`src/rtl/core/wav_riff_pcm_deframer_macros.svh`:
```
// Assertion macros shared by the deframer RTL.
`ifndef WAV_RIFF_PCM_DEFRAMER_MACROS_SVH
`define WAV_RIFF_PCM_DEFRAMER_MACROS_SVH

`ifndef SYNTHESIS
`define WRPD_ASSERT_IMPLY(label, clk, rst_n, ante, cons) \
    label: assert property (@(posedge clk) disable iff (!(rst_n)) (ante) |-> (cons)) \
        else $error("wrpd assertion failed");
`define WRPD_ASSERT_NEXT(label, clk, rst_n, ante, cons) \
    label: assert property (@(posedge clk) disable iff (!(rst_n)) (ante) |=> (cons)) \
        else $error("wrpd assertion failed");
`else
`define WRPD_ASSERT_IMPLY(label, clk, rst_n, ante, cons)
`define WRPD_ASSERT_NEXT(label, clk, rst_n, ante, cons)
`endif

`endif

```
`src/rtl/core/wrpd_pkg.sv`:
```
// Types and constants of the RIFF/WAVE PCM deframer.
package wrpd_pkg;

    localparam logic [5:0]  MIN_FILE  = 6'd44;
    localparam logic [31:0] RIFF_TEXT = 32'h52494646;
    localparam logic [31:0] WAVE_TEXT = 32'h57415645;
    localparam logic [31:0] TAG_FMT   = 32'h666D7420;
    localparam logic [31:0] TAG_DATA  = 32'h64617461;

    localparam logic [1:0] KIND_FORMAT = 2'd0;
    localparam logic [1:0] KIND_SAMPLE = 2'd1;
    localparam logic [1:0] KIND_ERROR  = 2'd2;
    localparam logic [1:0] KIND_END    = 2'd3;

    localparam logic [2:0] ERR_SHORT   = 3'd0;
    localparam logic [2:0] ERR_TAGS    = 3'd1;
    localparam logic [2:0] ERR_MISSING = 3'd2;
    localparam logic [2:0] ERR_NOT_PCM = 3'd3;
    localparam logic [2:0] ERR_BITS    = 3'd4;
    localparam logic [2:0] ERR_NONE    = 3'd7;

    typedef struct packed {
        logic [7:0] data_byte;
        logic       end_of_file;
    } t_wrpd_in;

    typedef struct packed {
        logic [1:0]         kind;
        logic signed [31:0] sample;
        logic [15:0]        channel_count;
        logic [31:0]        sample_rate;
        logic [15:0]        sample_bits;
        logic [2:0]         error_code;
        logic               final_res;
    } t_wrpd_out;

endpackage

```
`src/rtl/core/wav_riff_pcm_deframer.sv`:
```
// Byte-wide RIFF/WAVE parser that emits the format report, Q1.31 PCM samples and error or end reports.
// An accepted byte is held in the input register, and its result beat is registered in the output register.
// Throughput: one byte per cycle while the result is not stalled; the per-byte parse state update is combinational.
// A stalled result holds the input register; intake stops once that register is full.
// Reset: synchronous, active low; clears parse state and both valid flags.
// The final byte of a file also returns the parse state to its reset values.
`include "wav_riff_pcm_deframer_macros.svh"

module wav_riff_pcm_deframer (
    input  logic                i_clk,
    input  logic                i_rst_n,
    input  logic                i_in_valid,
    output logic                o_in_stall,
    input  wrpd_pkg::t_wrpd_in  i_in_data,
    output logic                o_out_valid,
    input  logic                i_out_stall,
    output wrpd_pkg::t_wrpd_out o_out_data
);

    typedef enum logic [2:0] {
        PH_HEADER,
        PH_CHUNK,
        PH_FMT,
        PH_SKIP,
        PH_PAD,
        PH_DATA,
        PH_DONE,
        PH_FAILED
    } t_phase;

    t_phase              r_phase, n_phase;
    logic [5:0]          r_byte_total, n_byte_total;
    logic [31:0]         r_chunk_tag, n_chunk_tag;
    logic [31:0]         r_chunk_length, n_chunk_length;
    logic [31:0]         r_bytes_left, n_bytes_left;
    logic                r_odd_pad, n_odd_pad;
    logic [15:0]         r_format_tag, n_format_tag;
    logic [15:0]         r_channels, n_channels;
    logic [31:0]         r_rate, n_rate;
    logic [15:0]         r_bits, n_bits;
    logic                r_fmt_found, n_fmt_found;
    logic [4:0]          r_fmt_pos, n_fmt_pos;
    logic [31:0]         r_gather, n_gather;
    logic [1:0]          r_gather_cnt, n_gather_cnt;
    logic [2:0]          r_pending, n_pending;

    logic                r_in_vld;
    wrpd_pkg::t_wrpd_in  r_in;
    logic                r_out_vld;
    wrpd_pkg::t_wrpd_out r_out, n_out;

    logic                in_acc;
    logic                adv;
    logic [7:0]          b;
    logic                res_vld;
    logic [1:0]          res_kind;
    logic [31:0]         res_smp;
    logic [2:0]          res_err;
    logic [31:0]         full_len;
    logic [31:0]         full_smp;
    logic [31:0]         dec_left;

    assign adv        = r_in_vld && (!r_out_vld || !i_out_stall);
    assign o_in_stall = r_in_vld && !adv;
    assign in_acc     = i_in_valid && !o_in_stall;
    assign b          = r_in.data_byte;
    assign full_len   = {b, r_chunk_length[23:0]};
    assign dec_left   = r_bytes_left - 32'd1;
    assign o_out_valid = r_out_vld;
    assign o_out_data  = r_out;

    always_comb begin
        full_smp = r_gather;
        full_smp[8*r_gather_cnt +: 8] = b;
    end

    always_comb begin
        n_phase        = r_phase;
        n_byte_total   = r_byte_total;
        n_chunk_tag    = r_chunk_tag;
        n_chunk_length = r_chunk_length;
        n_bytes_left   = r_bytes_left;
        n_odd_pad      = r_odd_pad;
        n_format_tag   = r_format_tag;
        n_channels     = r_channels;
        n_rate         = r_rate;
        n_bits         = r_bits;
        n_fmt_found    = r_fmt_found;
        n_fmt_pos      = r_fmt_pos;
        n_gather       = r_gather;
        n_gather_cnt   = r_gather_cnt;
        n_pending      = r_pending;
        res_vld        = 1'b0;
        res_kind       = wrpd_pkg::KIND_FORMAT;
        res_smp        = '0;
        res_err        = wrpd_pkg::ERR_SHORT;

        if (r_byte_total < wrpd_pkg::MIN_FILE) begin
            n_byte_total = r_byte_total + 6'd1;
        end

        unique case (r_phase)
            PH_HEADER: begin
                if (r_byte_total < 6'd4 &&
                    b != wrpd_pkg::RIFF_TEXT[8*(2'd3 - r_byte_total[1:0]) +: 8]) begin
                    n_pending = wrpd_pkg::ERR_TAGS;
                end
                if (r_byte_total >= 6'd8 && r_byte_total < 6'd12 &&
                    b != wrpd_pkg::WAVE_TEXT[8*(2'd3 - r_byte_total[1:0]) +: 8]) begin
                    n_pending = wrpd_pkg::ERR_TAGS;
                end
                if (r_byte_total >= 6'd11) begin
                    n_phase      = (n_pending != wrpd_pkg::ERR_NONE) ? PH_FAILED : PH_CHUNK;
                    n_bytes_left = '0;
                end
            end
            PH_CHUNK: begin
                if (r_bytes_left[2:0] == 3'd0) begin
                    n_chunk_tag    = {24'h0, b};
                    n_chunk_length = '0;
                end else if (!r_bytes_left[2]) begin
                    n_chunk_tag = {r_chunk_tag[23:0], b};
                end else begin
                    n_chunk_length[8*r_bytes_left[1:0] +: 8] = b;
                end
                n_bytes_left = {29'h0, r_bytes_left[2:0] + 3'd1};
                if (r_bytes_left[2:0] == 3'd7) begin
                    n_odd_pad    = full_len[0];
                    n_bytes_left = full_len;
                    if (r_chunk_tag == wrpd_pkg::TAG_DATA) begin
                        if (!r_fmt_found) begin
                            n_pending = wrpd_pkg::ERR_MISSING;
                        end else if (r_format_tag != 16'd1) begin
                            n_pending = wrpd_pkg::ERR_NOT_PCM;
                        end else if (r_bits != 16'd16 && r_bits != 16'd24 &&
                                     r_bits != 16'd32) begin
                            n_pending = wrpd_pkg::ERR_BITS;
                        end
                        if (n_pending != wrpd_pkg::ERR_NONE) begin
                            n_phase = PH_FAILED;
                        end else begin
                            res_vld      = 1'b1;
                            res_kind     = wrpd_pkg::KIND_FORMAT;
                            n_gather     = '0;
                            n_gather_cnt = '0;
                            n_phase      = (full_len != 32'd0) ? PH_DATA : PH_DONE;
                        end
                    end else if (r_chunk_tag == wrpd_pkg::TAG_FMT && full_len >= 32'd16) begin
                        n_fmt_found = 1'b1;
                        n_fmt_pos   = '0;
                        n_phase     = PH_FMT;
                    end else if (full_len == 32'd0) begin
                        n_bytes_left = '0;
                        n_phase      = PH_CHUNK;
                    end else begin
                        n_phase = PH_SKIP;
                    end
                end
            end
            PH_FMT: begin
                case (r_fmt_pos) inside
                    5'd0:          n_format_tag[7:0]  = b;
                    5'd1:          n_format_tag[15:8] = b;
                    5'd2:          n_channels[7:0]    = b;
                    5'd3:          n_channels[15:8]   = b;
                    [5'd4:5'd7]:   n_rate[8*r_fmt_pos[1:0] +: 8] = b;
                    5'd14:         n_bits[7:0]        = b;
                    5'd15:         n_bits[15:8]       = b;
                    default: begin
                    end
                endcase
                if (r_fmt_pos < 5'd16) begin
                    n_fmt_pos = r_fmt_pos + 5'd1;
                end
                n_bytes_left = dec_left;
                if (dec_left == 32'd0) begin
                    n_phase = r_odd_pad ? PH_PAD : PH_CHUNK;
                end
            end
            PH_SKIP: begin
                n_bytes_left = dec_left;
                if (dec_left == 32'd0) begin
                    n_phase = r_odd_pad ? PH_PAD : PH_CHUNK;
                end
            end
            PH_PAD: begin
                n_phase      = PH_CHUNK;
                n_bytes_left = '0;
            end
            PH_DATA: begin
                n_gather     = full_smp;
                n_gather_cnt = r_gather_cnt + 2'd1;
                if (n_gather_cnt == r_bits[4:3]) begin
                    res_vld  = 1'b1;
                    res_kind = wrpd_pkg::KIND_SAMPLE;
                    if (r_bits[4:3] == 2'd2) begin
                        res_smp = {full_smp[15:0], 16'h0};
                    end else if (r_bits[4:3] == 2'd3) begin
                        res_smp = {full_smp[23:0], 8'h0};
                    end else begin
                        res_smp = full_smp;
                    end
                    n_gather     = '0;
                    n_gather_cnt = '0;
                end
                n_bytes_left = dec_left;
                if (dec_left == 32'd0) begin
                    n_phase = PH_DONE;
                end
            end
            PH_DONE, PH_FAILED: begin
            end
        endcase

        if (r_in.end_of_file) begin
            if (n_byte_total < wrpd_pkg::MIN_FILE) begin
                res_vld  = 1'b1;
                res_kind = wrpd_pkg::KIND_ERROR;
                res_err  = wrpd_pkg::ERR_SHORT;
                res_smp  = '0;
            end else if (!res_vld) begin
                res_vld = 1'b1;
                if (n_pending != wrpd_pkg::ERR_NONE) begin
                    res_kind = wrpd_pkg::KIND_ERROR;
                    res_err  = n_pending;
                end else if (n_phase == PH_DATA || n_phase == PH_DONE) begin
                    res_kind = wrpd_pkg::KIND_END;
                end else begin
                    res_kind = wrpd_pkg::KIND_ERROR;
                    res_err  = wrpd_pkg::ERR_MISSING;
                end
            end
        end

        n_out.kind          = res_kind;
        n_out.sample        = (res_kind == wrpd_pkg::KIND_SAMPLE) ? res_smp : '0;
        n_out.channel_count = n_channels;
        n_out.sample_rate   = n_rate;
        n_out.sample_bits   = n_bits;
        n_out.error_code    = (res_kind == wrpd_pkg::KIND_ERROR) ? res_err : '0;
        n_out.final_res     = r_in.end_of_file;

        if (r_in.end_of_file) begin
            n_phase        = PH_HEADER;
            n_byte_total   = '0;
            n_chunk_tag    = '0;
            n_chunk_length = '0;
            n_bytes_left   = '0;
            n_odd_pad      = 1'b0;
            n_format_tag   = '0;
            n_channels     = '0;
            n_rate         = '0;
            n_bits         = '0;
            n_fmt_found    = 1'b0;
            n_fmt_pos      = '0;
            n_gather       = '0;
            n_gather_cnt   = '0;
            n_pending      = wrpd_pkg::ERR_NONE;
        end
    end

    always_ff @(posedge i_clk) begin
        if (!i_rst_n) begin
            r_phase        <= PH_HEADER;
            r_byte_total   <= '0;
            r_chunk_tag    <= '0;
            r_chunk_length <= '0;
            r_bytes_left   <= '0;
            r_odd_pad      <= 1'b0;
            r_format_tag   <= '0;
            r_channels     <= '0;
            r_rate         <= '0;
            r_bits         <= '0;
            r_fmt_found    <= 1'b0;
            r_fmt_pos      <= '0;
            r_gather       <= '0;
            r_gather_cnt   <= '0;
            r_pending      <= wrpd_pkg::ERR_NONE;
            r_in_vld       <= 1'b0;
            r_out_vld      <= 1'b0;
        end else begin
            if (in_acc) begin
                r_in_vld <= 1'b1;
            end else if (adv) begin
                r_in_vld <= 1'b0;
            end
            if (adv && res_vld) begin
                r_out_vld <= 1'b1;
            end else if (!i_out_stall) begin
                r_out_vld <= 1'b0;
            end
            if (adv) begin
                r_phase        <= n_phase;
                r_byte_total   <= n_byte_total;
                r_chunk_tag    <= n_chunk_tag;
                r_chunk_length <= n_chunk_length;
                r_bytes_left   <= n_bytes_left;
                r_odd_pad      <= n_odd_pad;
                r_format_tag   <= n_format_tag;
                r_channels     <= n_channels;
                r_rate         <= n_rate;
                r_bits         <= n_bits;
                r_fmt_found    <= n_fmt_found;
                r_fmt_pos      <= n_fmt_pos;
                r_gather       <= n_gather;
                r_gather_cnt   <= n_gather_cnt;
                r_pending      <= n_pending;
            end
        end
        if (in_acc) begin
            r_in <= i_in_data;
        end
        if (adv && res_vld) begin
            r_out <= n_out;
        end
    end

    `WRPD_ASSERT_IMPLY(a_err_code_only_on_error, i_clk, i_rst_n, o_out_valid && o_out_data.kind != wrpd_pkg::KIND_ERROR, o_out_data.error_code == wrpd_pkg::ERR_SHORT)
    `WRPD_ASSERT_NEXT(a_final_byte_resets, i_clk, i_rst_n, adv && r_in.end_of_file, r_phase == PH_HEADER && r_byte_total == 6'd0)
    `WRPD_ASSERT_IMPLY(a_data_needs_fmt, i_clk, i_rst_n, r_phase == PH_DATA, r_fmt_found && r_pending == wrpd_pkg::ERR_NONE)
    `WRPD_ASSERT_IMPLY(a_failed_has_error, i_clk, i_rst_n, r_phase == PH_FAILED, r_pending != wrpd_pkg::ERR_NONE)

endmodule
```
`config.mk`:
```
export PLATFORM = sky130hd
export DESIGN_NAME = wav_riff_pcm_deframer
export DESIGN_NICKNAME = d
export VERILOG_FILES = /design/src/rtl/core/wrpd_pkg.sv /design/src/rtl/core/wav_riff_pcm_deframer.sv
export VERILOG_INCLUDE_DIRS = /design/src /design/src/rtl/core
export SDC_FILE = /design/constraint.sdc
export NUM_CORES = 1
export LEC_CHECK = 0
export BUFFER_PORTS_ARGS = -buffer_cell sky130_fd_sc_hd__buf_4
export CORE_AREA = 10 10 211 213
export CTS_CLUSTER_DIAMETER = 150
export DETAILED_ROUTE_END_ITERATION = 12
export DIE_AREA = 0 0 221 223
export HOLD_SLACK_MARGIN = 0.08
export PLACE_DENSITY = 0.56
export SLEW_MARGIN = 0
export SYNTH_ARGS = -nofsm -noshare
export SYNTH_HDL_FRONTEND = slang
export SYNTH_SLANG_ARGS = --single-unit
```
`constraint.sdc`:
```
create_clock -name i_clk -period 11.7 [get_ports i_clk]
set_clock_uncertainty 0.15 [all_clocks]
set_input_delay 1.755 -clock i_clk [delete_from_list [all_inputs] [get_ports i_clk]]
set_output_delay 1.755 -clock i_clk [all_outputs]
set_load 0.03 [all_outputs]
```
; ---- Word-level counts from Yosys, hierarchy flattened
; Index checks and enable logic that the tools add are counted.
[totals]
output_inout_bits = 104
ff_bits = 342
wordCells = 275
[classes]
n_reduce_logical = 46
shifts = 8
n_bitwise = 2
n_eq_ne = 40
mux = 133
magnitude_cmp = 10
add_sub_neg = 9
[op_table]
columns = operator, count
row1 = two-way mux 32 bit, 32
row2 = two-way mux 8 bit, 23
row3 = case mux 32 bit (4 select lines), 1
row4 = negation 5 -> 34 bit, 3
row5 = "variable shift 8 x 34 -> 32 bit, first input constant", 3
row6 = variable part select 8 x 34 -> 32 bit, 3
row7 = bitwise mux 32 bit, 3
row8 = two-way mux 16 bit, 6
row9 = "variable part select 32 x 33 -> 8 bit, first input constant", 2
row10 = "== test 32 x 31 -> 1 bit, second input constant", 2
row11 = zero test 32 bit, 2
row12 = case mux 32 bit (2 select lines), 1
row13 = two-way mux 3 bit, 21
row14 = ">= comparator 32 x 5 -> 1 bit, second input constant", 1
row15 = "!= test 16 x 5 -> 1 bit, second input constant", 2
row16 = nonzero test 32 bit, 1
row17 = "subtractor 32 x 1 -> 32 bit, second input constant", 1
row18 = "!= test 3 bit, second input constant", 10
row19 = two-way mux 2 bit, 13
row20 = two-way mux 5 bit, 5
row21 = two-way mux 1 bit, 21
row22 = "!= test 16 x 1 -> 1 bit, second input constant", 1
row23 = "!= test 16 x 6 -> 1 bit, second input constant", 1
row24 = != test 8 bit, 2
row25 = 46 further kinds, 88

; ---- Depth between registers and ports, before layout
; Gate-level depths: netlist of run 1.
[logic_depth]
ltp_word = 24
depth_mapped = 13
mapped_depth_nobuf = 12

; ---- Least setup slack after synthesis of run 1
; Ideal clock, no wire load.
[synth_path]
path_type = input -> register
start = input port i_out_stall
end = register r_out (netlist bit o_out_data[0]), enable pin
path_stages = 4
n_path_buf = 1
t_required_ps = 10952
arrival_time_ps = 7115
setup_ps = 598
setup_slack_ps = 3838
path_cell_list = nand2_1 -> nand2_1 -> clkbuf_1 -> a21oi_1
[synth_via]
elab_chain_len = 4
[synth_rtl]
columns = item, line
row1 = "start, declared", wav_riff_pcm_deframer.sv:16  ; input logic i_out_stall,
row2 = zero test 1 bit, n/a
row3 = logical OR 1 bit, wav_riff_pcm_deframer.sv:63  ; assign adv = r_in_vld && (!r_out_vld || !i_out_stall);
row4 = logical AND 1 bit, wav_riff_pcm_deframer.sv:63
row5 = logical AND 1 bit, wav_riff_pcm_deframer.sv:313  ; if (adv && res_vld) begin
row6 = "end signal, assigned", wav_riff_pcm_deframer.sv:314  ; r_out <= n_out;
row7 = "end, declared", wav_riff_pcm_deframer.sv:50  ; wrpd_pkg::t_wrpd_out r_out, n_out;
; No other way between the ends.
; A chain may end at the register's enable or synchronous reset.

; ---- Worst setup path in the final report of run 1
[layout_path]
start = register r_chunk_tag[17]
end = register r_out (netlist bit o_out_data[47]), enable pin
[layout_via]
elab_chain_len = 6
[layout_rtl]
columns = item, line
row1 = "start, declared", wav_riff_pcm_deframer.sv:33  ; logic [31:0] r_chunk_tag, n_chunk_tag;
row2 = "start signal, assigned", wav_riff_pcm_deframer.sv:295  ; r_chunk_tag <= n_chunk_tag;
row3 = == test 32 x 31 -> 1 bit, wav_riff_pcm_deframer.sv:130  ; if (r_chunk_tag == wrpd_pkg::TAG_DATA) begin
row4 = two-way mux 1 bit, wav_riff_pcm_deframer.sv:130
row5 = two-way mux 1 bit, wav_riff_pcm_deframer.sv:127  ; if (r_bytes_left[2:0] == 3'd7) begin
row6 = case mux 1 bit (2 select lines), wav_riff_pcm_deframer.sv:102  ; unique case (r_phase)
row7 = two-way mux 1 bit, wav_riff_pcm_deframer.sv:215  ; if (r_in.end_of_file) begin
row8 = logical AND 1 bit, wav_riff_pcm_deframer.sv:313
; No other way between the ends.

==> flow_metrics.env, run 1 <==
export IMPL_drt_antenna_violating_nets=0
export IMPL_antenna_found_initial=0
export IMPL_holdPathStages=2
export IMPL_rsz0062_at_grt="no"
export IMPL_start_kind="register"
export IMPL_routed_wl_mm=43.8
export IMPL_ios=117
export IMPL_finalHoldViolations=0
export IMPL_critPathKind="register to register"
export IMPL_grt_pass1_wl_mm=69.6
export IMPL_cts_sinks=334
export IMPL_synth_area_top_cells="dfxtp_1 (28%), edfxtp_1 (21%), nor2b_1 (7.3%)"
export IMPL_tightest_slew_ns=1.11
export IMPL_fmax_mhz=235
export IMPL_cts_path_max_buffers=3
export IMPL_slew_violations=0
export IMPL_powerDensity_nw_per_um2=135
export IMPL_path_clk_slew_ns=0.06
export IMPL_via_per_inst=5.48
export IMPL_ys_seq_area_share_pct=48.9
export IMPL_status="complete, no violations"
export IMPL_ctsResizeCount=0
export IMPL_slew_headroom_pct=25.9
export IMPL_finalSetupViolCount=0
export IMPL_synth_top_family_by_area="simple AND/OR/NAND/NOR gates"
export IMPL_drcViolationCount=0
export IMPL_track_usage_pct=17.1
export IMPL_vdd_drop_max_mv=0.0730
export IMPL_r2r_slack_ns=7.44
export IMPL_async_flop_share_pct=0
export IMPL_synth_compound_area_share_pct=17.1
export IMPL_ys_flop_type="dfxtp_1"
export IMPL_numCtsBuffers=37
export IMPL_htreeDepth=2
export IMPL_min_delay_start="r_chunk_tag[31]$_SDFFE_PN0P_"
export IMPL_syn_inst=1737
export IMPL_grt_ovfl_total=0
export IMPL_arrival_ns=4.26
export IMPL_fin_nets=1829
export IMPL_core_area_um2=40400
export IMPL_die_area_um2=49300
export IMPL_die_w_um=221
export IMPL_reg2reg_depth=9
export IMPL_synth_top_area_share_pct=28.0
export IMPL_fin_util_pct=45.9
export IMPL_synth_area_um2=16000
export IMPL_clockRootBuffer="clkbuf_16"
export IMPL_required_ns=11.70
export IMPL_area_growth_pct=16.1
export IMPL_synthXorXnorAreaFrac_pct=1.81
export IMPL_num_rows=74
export IMPL_grt_pass1_vias=12300
export IMPL_drv_cap=0
export IMPL_syn_num_nets=1772
export IMPL_port_buffers=116
export IMPL_cp_max_fo=69
export IMPL_synth_most_common_cell="dfxtp_1"
export IMPL_ys_types=70
export IMPL_hold_path_end="r_chunk_tag[31]$_SDFFE_PN0P_"
export IMPL_synthTopCellsByCount="dfxtp_1 (223), nand2_1 (212), nor2b_1 (186)"
export IMPL_cts_tree="done"
export IMPL_dp_hpwl_mm=27.1
export IMPL_vias=12900
export IMPL_fill_cells=3845
export IMPL_postCtsSetupRepairBufs=0
export IMPL_ys_ff_latch=334
export IMPL_routabilityCongestion=0.821
export IMPL_synthAdderAreaFrac_pct=1.73
export IMPL_post_drt_wl_per_cell_um=18.6
export IMPL_layout_drive_gt1_share_pct=14.3
export IMPL_whs_ns=0.312
export IMPL_drt_first_pass_iters=5
export IMPL_finalSetupTns_ns=0
export IMPL_grt_max_degree=115
export IMPL_postCtsHoldBufs=0
export IMPL_hold_path_class="register to register"
export IMPL_drt_iter0_drc=1125
export IMPL_antenna_cells=0
export IMPL_die_h_um=223
export IMPL_regToRegEndpoint="o_out_data[47]$_DFFE_PP_"
export IMPL_min_period_over_period_pct=36.4
export IMPL_synth_edff_count=111
export IMPL_p_leak_uw=0.00666
export IMPL_synth_top_cell_by_area="dfxtp_1"
export IMPL_period_minus_slack_ns=4.26
export IMPL_synth_simple_area_share_pct=24.4
export IMPL_r2r_start="r_chunk_tag[17]$_SDFFE_PN0P_"
export IMPL_start_util_pct=39.5
export IMPL_avgSynthCellArea_um2=9.19
export IMPL_synthMuxAreaShare_pct=2.52
export IMPL_synth_warnings=0
export IMPL_end_kind="register"
export IMPL_clock_latency_ns=0.54
[worst max-delay path by stage]
stage / from / slack, ns / to
after global placement: i_out_stall / 7.19 / o_out_data[71]$_SDFFCE_PP0P_
after CTS: r_chunk_tag[17]$_SDFFE_PN0P_ / 7.39 / o_out_data[6]$_DFFE_PP_
after global routing: r_chunk_tag[17]$_SDFFE_PN0P_ / 7.16 / o_out_data[47]$_DFFE_PP_
after floorplan: i_out_stall / 3.84 / o_out_data[0]$_DFFE_PP_
final: r_chunk_tag[17]$_SDFFE_PN0P_ / 7.44 / o_out_data[47]$_DFFE_PP_
after detailed placement: i_out_stall / 7.16 / o_out_data[85]$_SDFFCE_PP0P_
[area by class of cell]
| cell class | instances | area [um^2] | area share [%] |
|---|---|---|---|
| clock buffers | 60 | 1180 | 6.35 |
| clock inverters | 8 | 91.3 | 0.493 |
| inverters | 24 | 90.1 | 0.486 |
| multi-input cells | 1255 | 7640 | 41.2 |
| flip-flops and latches | 334 | 7800 | 42.1 |
| well taps | 532 | 666 | 3.59 |
| repair buffers | 142 | 1070 | 5.75 |
[metal layers]
layer  GRT usage, %  vias up  share of wire (%)
li1               -     6296                  -
met1           23.2     6246                 47
met2           27.8      317                 46
met3           2.62       49                5.1
met4           4.22        0                1.8
met5              0        -                  0
[where the power goes]
part	leakage [uW]	total [uW]	switching, uW	internal (uW)
logic	0.00301	95.2	69.8	25.4
clock network	0.000624	1200	468	732
registers	0.00302	1200	2.69	1200
total	0.00666	2500	540	1960
[worst max-delay path: stages (launching register included)]
cell and delay (ns):
dfxtp_1 0.32, nor4_1 0.37, nand4_1 0.20, nor4_1 0.73, nand2_1 0.30, nor2_1 0.25
nor2_1 0.11, a21oi_4 0.20, buf_4 0.43, buf_4 0.73
[cells by family after synthesis]
logic type,count (synthesis)
multiplexers,36
AO/OA/AOI/OAI,427
buffers and inverters,148
adder cells (fa/ha/maj),22
AND/OR/NAND/NOR,737
flip-flops,334
XOR/XNOR,33
[sequential cells by signal (all words and copies together), names as in the netlist]
signal and cells:
r_phase 3, r_odd_pad 1, r_in_vld 1, r_format_tag 16, n_out 1, r_bits 16
r_chunk_length 24, o_out_data 102, r_chunk_tag 32, r_pending 3, o_out_valid 1, r_rate 32
r_byte_total 6, r_channels 16, r_gather 32, b 8, r_gather_cnt 2, r_fmt_found 1
r_fmt_pos 5, r_bytes_left 32
[cell usage in the layout (no fill, tap or decap), types with 54 or more instances in the layout]
master	netlist	layout
nor2b_1	186	186
a21boi_0	54	54
edfxtp_1	111	111
nand3_1	57	57
buf_4	1	142
a22oi_1	114	114
a21oi_1	92	90
dfxtp_1	223	223
nand2_1	212	210
nor2_1	89	88
o21ai_0	102	101
[per-stage QoR]
| stage | instance area [um^2] | cells | setup WS, ns | total power, uW |
|---|---|---|---|---|
| after detailed placement | 17300 | 2287 | 7.16 | 1320 |
| after CTS | 18500 | 2355 | 7.39 | 2530 |
| final | 18500 | 2355 | 7.44 | 2500 |
| after global routing | 18500 | 2355 | 7.16 | 2580 |
| after floorplan | 16000 | 1737 | 3.84 | 1290 |
| after global placement | 17300 | 2287 | 7.19 | 1320 |
(Power assumes the default switching activity.)
==> run 2, diff against run 1 <==
==> constraint.sdc (replaced) <==
create_clock -name i_clk -period 4.47 [get_ports i_clk]
set_clock_uncertainty 0.15 [all_clocks]
set_input_delay 0.6705 -clock i_clk [delete_from_list [all_inputs] [get_ports i_clk]]
set_output_delay 0.6705 -clock i_clk [all_outputs]
set_load 0.03 [all_outputs]
==> run 2 against run 1 <==
  * Critical path depth is 3 higher
  * Hold slack worse by 0.15 ns
  * Routed wire length is 0.36% higher
  * First-iteration DRC count is 2.6% lower
  * Combinational power grew to 2.7 times the previous value
  * Sequential power grew to 2.6 times the previous value
  * Count of clock-buffer cells in the layout is 9 lower
  * Critical endpoint is now o_out_data[2]$_SDFFCE_PP0P_
  * Largest cell class unchanged
  * Largest power group unchanged
==> flow_metrics.env, run 2 (synthesis gave the netlist of run 1 again) <==
export IMPL_start_util_pct=39.5
export IMPL_cts_tree="done"
export IMPL_critPathKind="register to register"
export IMPL_powerDensity_nw_per_um2=349
export IMPL_dpl_cell_count=2300
export IMPL_num_rows=74
export IMPL_path_clk_slew_ns=0.06
export IMPL_ctsResizeCount=0
export IMPL_holdPathStages=1
export IMPL_fin_util_pct=46.2
export IMPL_grt_pass1_vias=12100
export IMPL_grt_pass1_wl_mm=69.9
export IMPL_slew_violations=0
export IMPL_tightest_slew_ns=1.12
export IMPL_r2r_slack_ns=0.62
export IMPL_drcViolationCount=0
export IMPL_antenna_found_initial=0
export IMPL_reg2reg_depth=12
export IMPL_end_kind="register"
export IMPL_via_per_inst=5.44
export IMPL_numCtsBuffers=38
export IMPL_drt_first_pass_iters=5
export IMPL_min_delay_start="i_in_data[7]"
export IMPL_core_area_um2=40400
export IMPL_cts_sinks=334
export IMPL_die_h_um=223
export IMPL_status="complete, no violations"
export IMPL_crit_slowest_cell="or3_1"
export IMPL_layout_common_cells="dfxtp_1 (223), nand2_1 (210), nor2b_1 (186), buf_4 (151), a22oi_1 (114)"
export IMPL_grt_ovfl_total=0
export IMPL_required_ns=4.59
export IMPL_finalSetupTns_ns=0
export IMPL_p_leak_uw=0.00671
export IMPL_final_common_cell="dfxtp_1"
export IMPL_arrival_ns=3.97
export IMPL_routabilityCongestion=0.848
export IMPL_clockRootBuffer="clkbuf_16"
export IMPL_fin_nets=1843
export IMPL_min_period_over_period_pct=86.2
export IMPL_die_w_um=221
export IMPL_finalHoldViolations=0
export IMPL_hold_path_end="b[6]$_DFFE_PP_"
export IMPL_clock_latency_ns=0.54
export IMPL_period_minus_slack_ns=3.85
export IMPL_fmax_mhz=260
export IMPL_die_area_um2=49300
export IMPL_drt_antenna_violating_nets=0
export IMPL_post_drt_wl_per_cell_um=18.6
export IMPL_postCtsHoldBufs=0
export IMPL_finalSetupViolCount=0
export IMPL_drt_iter0_drc=1096
export IMPL_area_growth_pct=16.8
export IMPL_drv_cap=0
export IMPL_whs_ns=0.165
export IMPL_start_kind="register"
export IMPL_cts_path_max_buffers=3
export IMPL_ios=117
export IMPL_postCtsSetupRepairBufs=0
export IMPL_regToRegEndpoint="o_out_data[2]$_SDFFCE_PP0P_"
export IMPL_antenna_cells=0
export IMPL_port_buffers=116
export IMPL_hold_path_class="input port to register"
export IMPL_slew_headroom_pct=24.7
export IMPL_final_cells=2369
export IMPL_vdd_drop_max_mv=0.240
export IMPL_cp_top_family="simple AND/OR/NAND/NOR gates"
export IMPL_rsz0062_at_grt="no"
export IMPL_htreeDepth=2
export IMPL_layout_drive_gt1_share_pct=14.9
export IMPL_grt_max_degree=71
export IMPL_max_stage_delay_ns=0.51
export IMPL_vias=12900
export IMPL_crit_chain="inv_1, ha_1, nor3b_2, nand4_1, or3_1, o31a_1, nor3_1, and4_4, a21oi_1, o211ai_2, xor2_1, a31oi_1"
export IMPL_cp_buffers_inverters=1
export IMPL_routed_wl_mm=44.0
export IMPL_dp_hpwl_mm=28.5
export IMPL_largest_reg_flops=102
export IMPL_cp_max_fo=11
export IMPL_track_usage_pct=17.2
export IMPL_r2r_start="r_bytes_left[0]$_SDFFE_PN0P_"
[run 2: changes by cell type in the layout (fill, tap and decap cells not counted), sizes merged]
cell	before	now
buf	142	155
clkbuf	60	51
clkinv	5	12
bufinv	2	3
clkinvlp	0	1
inv	25	26
[run 2: power by group]
group	total (uW)	switching [uW]	internal, uW
logic	254	181	73.1
registers	3150	11.2	3140
clock network	3100	1250	1850
[run 2: layer usage]
layer | vias to the layer above | GRT usage, % | wire length, um
li1 | 6328 | - | -
met4 | 0 | 5.74 | 1170
met3 | 67 | 2.75 | 2070
met5 | - | 0 | 0
met2 | 292 | 27.3 | 20300
met1 | 6208 | 23.3 | 20400
[run 2: worst max path at each step]
| stage | start | end | slack, ns | cells after the start |
|---|---|---|---|---|
| after global placement | r_bytes_left[0]$_SDFFE_PN0P_ | o_out_data[2]$_SDFFCE_PP0P_ | 0.74 | 12 |
| final | r_bytes_left[0]$_SDFFE_PN0P_ | o_out_data[2]$_SDFFCE_PP0P_ | 0.62 | 12 |
| after floorplan | r_gather_cnt[0]$_SDFFE_PN0P_ | o_out_data[0]$_DFFE_PP_ | 0.51 | 7 |
| after detailed placement | r_bytes_left[0]$_SDFFE_PN0P_ | o_out_data[2]$_SDFFCE_PP0P_ | 0.65 | 12 |
| after global routing | r_bytes_left[0]$_SDFFE_PN0P_ | o_out_data[2]$_SDFFCE_PP0P_ | 0.32 | 12 |
| after CTS | r_bytes_left[0]$_SDFFE_PN0P_ | o_out_data[2]$_SDFFCE_PP0P_ | 0.64 | 12 |
[run 2: layout make-up]
type,count,area (um^2)
clock buffers,51,1060
inverters,24,90.1
repair buffers,155,1210
fillers,3875,21700
clock inverters,18,170
well taps,532,666
flip-flops and latches,334,7800
multi-input cells,1255,7630
[run 2: stage by stage]
step | power, uW | cell area [um^2] | setup slack, ns
after floorplan | 3370 | 16000 | 0.509
after global placement | 3470 | 17400 | 0.739
after detailed placement | 3470 | 17400 | 0.649
after CTS | 6580 | 18600 | 0.641
after global routing | 6710 | 18600 | 0.316
final | 6500 | 18600 | 0.619
[run 2: worst reg2reg max path, stage by stage (launching register included)]
cell	delay (ns)
dfxtp_1	0.42
inv_1	0.17
ha_1	0.22
nor3b_2	0.36
nand4_1	0.33
or3_1	0.51
o31a_1	0.28
nor3_1	0.20
and4_4	0.29
a21oi_1	0.08
o211ai_2	0.22
xor2_1	0.23
a31oi_1	0.11
==> run 3, diff against run 2 <==
--- a/config.mk
+++ b/config.mk
@@ -7,12 +7,13 @@
 export NUM_CORES = 1
 export LEC_CHECK = 0
 export BUFFER_PORTS_ARGS = -buffer_cell sky130_fd_sc_hd__buf_4
-export CORE_AREA = 10 10 211 213
+export CORE_AREA = 10 10 200 202
+export CTS_BUF_LIST = sky130_fd_sc_hd__clkbuf_4 sky130_fd_sc_hd__clkbuf_8
 export CTS_CLUSTER_DIAMETER = 150
 export DETAILED_ROUTE_END_ITERATION = 12
-export DIE_AREA = 0 0 221 223
+export DIE_AREA = 0 0 210 212
 export HOLD_SLACK_MARGIN = 0.08
-export PLACE_DENSITY = 0.56
+export PLACE_DENSITY = 0.62
 export SLEW_MARGIN = 0
 export SYNTH_ARGS = -nofsm -noshare
 export SYNTH_HDL_FRONTEND = slang
==> run 3 against run 2 <==
  * First-iteration DRC count is 9.2% higher
  * Clock power is 9.0% lower
  * Hold slack worse by 0.041 ns
  * Critical endpoint unchanged
  * Routed wire length is 1.4% lower
  * Sequential share of layout area is 0.19 points higher
  * Largest cell class unchanged
  * Count of clock-buffer cells in the layout is 40 higher
  * Critical path depth stayed put
  * Global-route usage is 1.6 points higher
  * Core utilization is 5.2 points higher
  * Via count is 1.4% higher
  * Non-clock buffer count is 6 higher
  * Worst setup slack worse by 0.027 ns
==> flow_metrics.env, run 3 (synthesis gave the netlist of run 1 again) <==
export IMPL_status="complete, no violations"
export IMPL_slew_headroom_pct=27.7
export IMPL_tightest_slew_ns=1.08
export IMPL_num_rows=70
export IMPL_layout_common_cells="dfxtp_1 (223), nand2_1 (210), nor2b_1 (186), buf_4 (149), a22oi_1 (114)"
export IMPL_fin_nets=1866
export IMPL_postCtsSetupRepairBufs=0
export IMPL_hold_path_end="r_in_vld$_SDFFE_PN0P_"
export IMPL_crit_slowest_cell="or3_1"
export IMPL_clock_latency_ns=0.63
export IMPL_ios=117
export IMPL_p_leak_uw=0.00677
export IMPL_cts_tree="done"
export IMPL_crit_chain="inv_1, ha_1, nor3b_2, nand4_1, or3_1, o31a_1, nor3_1, and4_4, a21oi_1, o211ai_2, xor2_1, a31oi_1"
export IMPL_arrival_ns=4.08
export IMPL_numCtsBuffers=55
export IMPL_post_drt_wl_per_cell_um=18.5
export IMPL_holdPathStages=2
export IMPL_finalSetupViolCount=0
export IMPL_port_buffers=116
export IMPL_r2r_slack_ns=0.59
export IMPL_reg2reg_depth=12
export IMPL_cts_path_max_buffers=3
export IMPL_end_kind="register"
export IMPL_whs_ns=0.124
export IMPL_path_clk_slew_ns=0.06
export IMPL_fill_cells=3322
export IMPL_cp_max_fo=11
export IMPL_routabilityCongestion=0.871
export IMPL_grt_max_degree=150
export IMPL_slew_violations=0
export IMPL_finalSetupTns_ns=0
export IMPL_final_cells=2346
export IMPL_drcViolationCount=0
export IMPL_drv_cap=0
export IMPL_vdd_drop_max_mv=0.181
export IMPL_largest_reg_flops=102
export IMPL_vias=13100
export IMPL_antenna_found_initial=0
export IMPL_cp_buffers_inverters=1
export IMPL_dpl_cell_count=2233
export IMPL_drt_antenna_violating_nets=0
export IMPL_finalHoldViolations=0
export IMPL_antenna_cells=0
export IMPL_hold_path_class="input port to register"
export IMPL_cts_sinks=334
export IMPL_area_growth_pct=16.3
export IMPL_min_delay_start="i_in_valid"
export IMPL_period_minus_slack_ns=3.88
export IMPL_cp_top_family="simple AND/OR/NAND/NOR gates"
export IMPL_grt_pass1_vias=12200
export IMPL_required_ns=4.67
export IMPL_clockRootBuffer="clkbuf_8"
export IMPL_drt_iter0_drc=1197
export IMPL_die_h_um=212
export IMPL_htreeDepth=2
export IMPL_core_area_um2=36100
export IMPL_power_uw=6230
export IMPL_layout_drive_gt1_share_pct=16.8
export IMPL_start_util_pct=44.2
export IMPL_grt_ovfl_total=0
export IMPL_via_per_inst=5.58
export IMPL_regToRegEndpoint="o_out_data[2]$_SDFFCE_PP0P_"
export IMPL_postCtsHoldBufs=9
export IMPL_grt_pass1_wl_mm=68.7
export IMPL_dp_hpwl_mm=27.6
export IMPL_max_stage_delay_ns=0.52
export IMPL_die_w_um=210
export IMPL_r2r_start="r_bytes_left[0]$_SDFFE_PN0P_"
export IMPL_powerDensity_nw_per_um2=336
export IMPL_drt_first_pass_iters=5
export IMPL_routed_wl_mm=43.3
export IMPL_start_kind="register"
export IMPL_ctsResizeCount=0
export IMPL_rsz0062_at_grt="no"
export IMPL_track_usage_pct=18.8
export IMPL_die_area_um2=44500
export IMPL_critPathKind="register to register"
export IMPL_min_period_over_period_pct=86.8
export IMPL_fmax_mhz=258
export IMPL_final_common_cell="dfxtp_1"
export IMPL_fin_util_pct=51.4
[run 3: how the worst max path moves through the flow]
stage	start	endpoint	slack, ns	cells after the start
finish	r_bytes_left[0]$_SDFFE_PN0P_	o_out_data[2]$_SDFFCE_PP0P_	0.59	12
global route	r_bytes_left[0]$_SDFFE_PN0P_	o_out_data[2]$_SDFFCE_PP0P_	0.32	12
CTS	r_bytes_left[0]$_SDFFE_PN0P_	o_out_data[2]$_SDFFCE_PP0P_	0.64	12
detailed placement	r_bytes_left[0]$_SDFFE_PN0P_	o_out_data[2]$_SDFFCE_PP0P_	0.66	12
global placement	r_bytes_left[0]$_SDFFE_PN0P_	o_out_data[100]$_DFFE_PP_	0.80	12
floorplan	r_gather_cnt[0]$_SDFFE_PN0P_	o_out_data[0]$_DFFE_PP_	0.51	7
[run 3: layout make-up]
type	count	area [um^2]	area share (%)
Sequential cell	334	7800	42.0
Multi-Input combinational cell	1255	7630	41.1
Timing Repair Buffer	161	1270	6.84
Clock buffer	91	1100	5.94
Tap cell	468	586	3.16
Inverter	24	90.1	0.486
Clock inverter	13	78.8	0.425
[run 3: where the power goes]
| group | leakage, uW | total [uW] | switching, uW | internal (uW) |
|---|---|---|---|---|
| clock | 0.000636 | 2820 | 1260 | 1560 |
| sequential | 0.00302 | 3160 | 13.7 | 3140 |
| combinational | 0.00311 | 257 | 180 | 76.7 |
[run 3: through the flow]
step / instance area (um^2) / setup WS [ns]
2_1_floorplan: 16000 / 0.509
6_report: 18600 / 0.592
5_1_grt: 18600 / 0.323
4_1_cts: 18600 / 0.639
3_3_place_gp: 17300 / 0.799
3_5_place_dp: 17300 / 0.656
[run 3: layer usage]
layer / vias up / global-route usage [%] / wire, um
met1: 6245 / 25.3 / 19700
met2: 378 / 30.0 / 20000
met3: 82 / 3.26 / 2450
li1: 6376 / - / -
met4: 0 / 6.57 / 1210
met5: - / 0 / 0
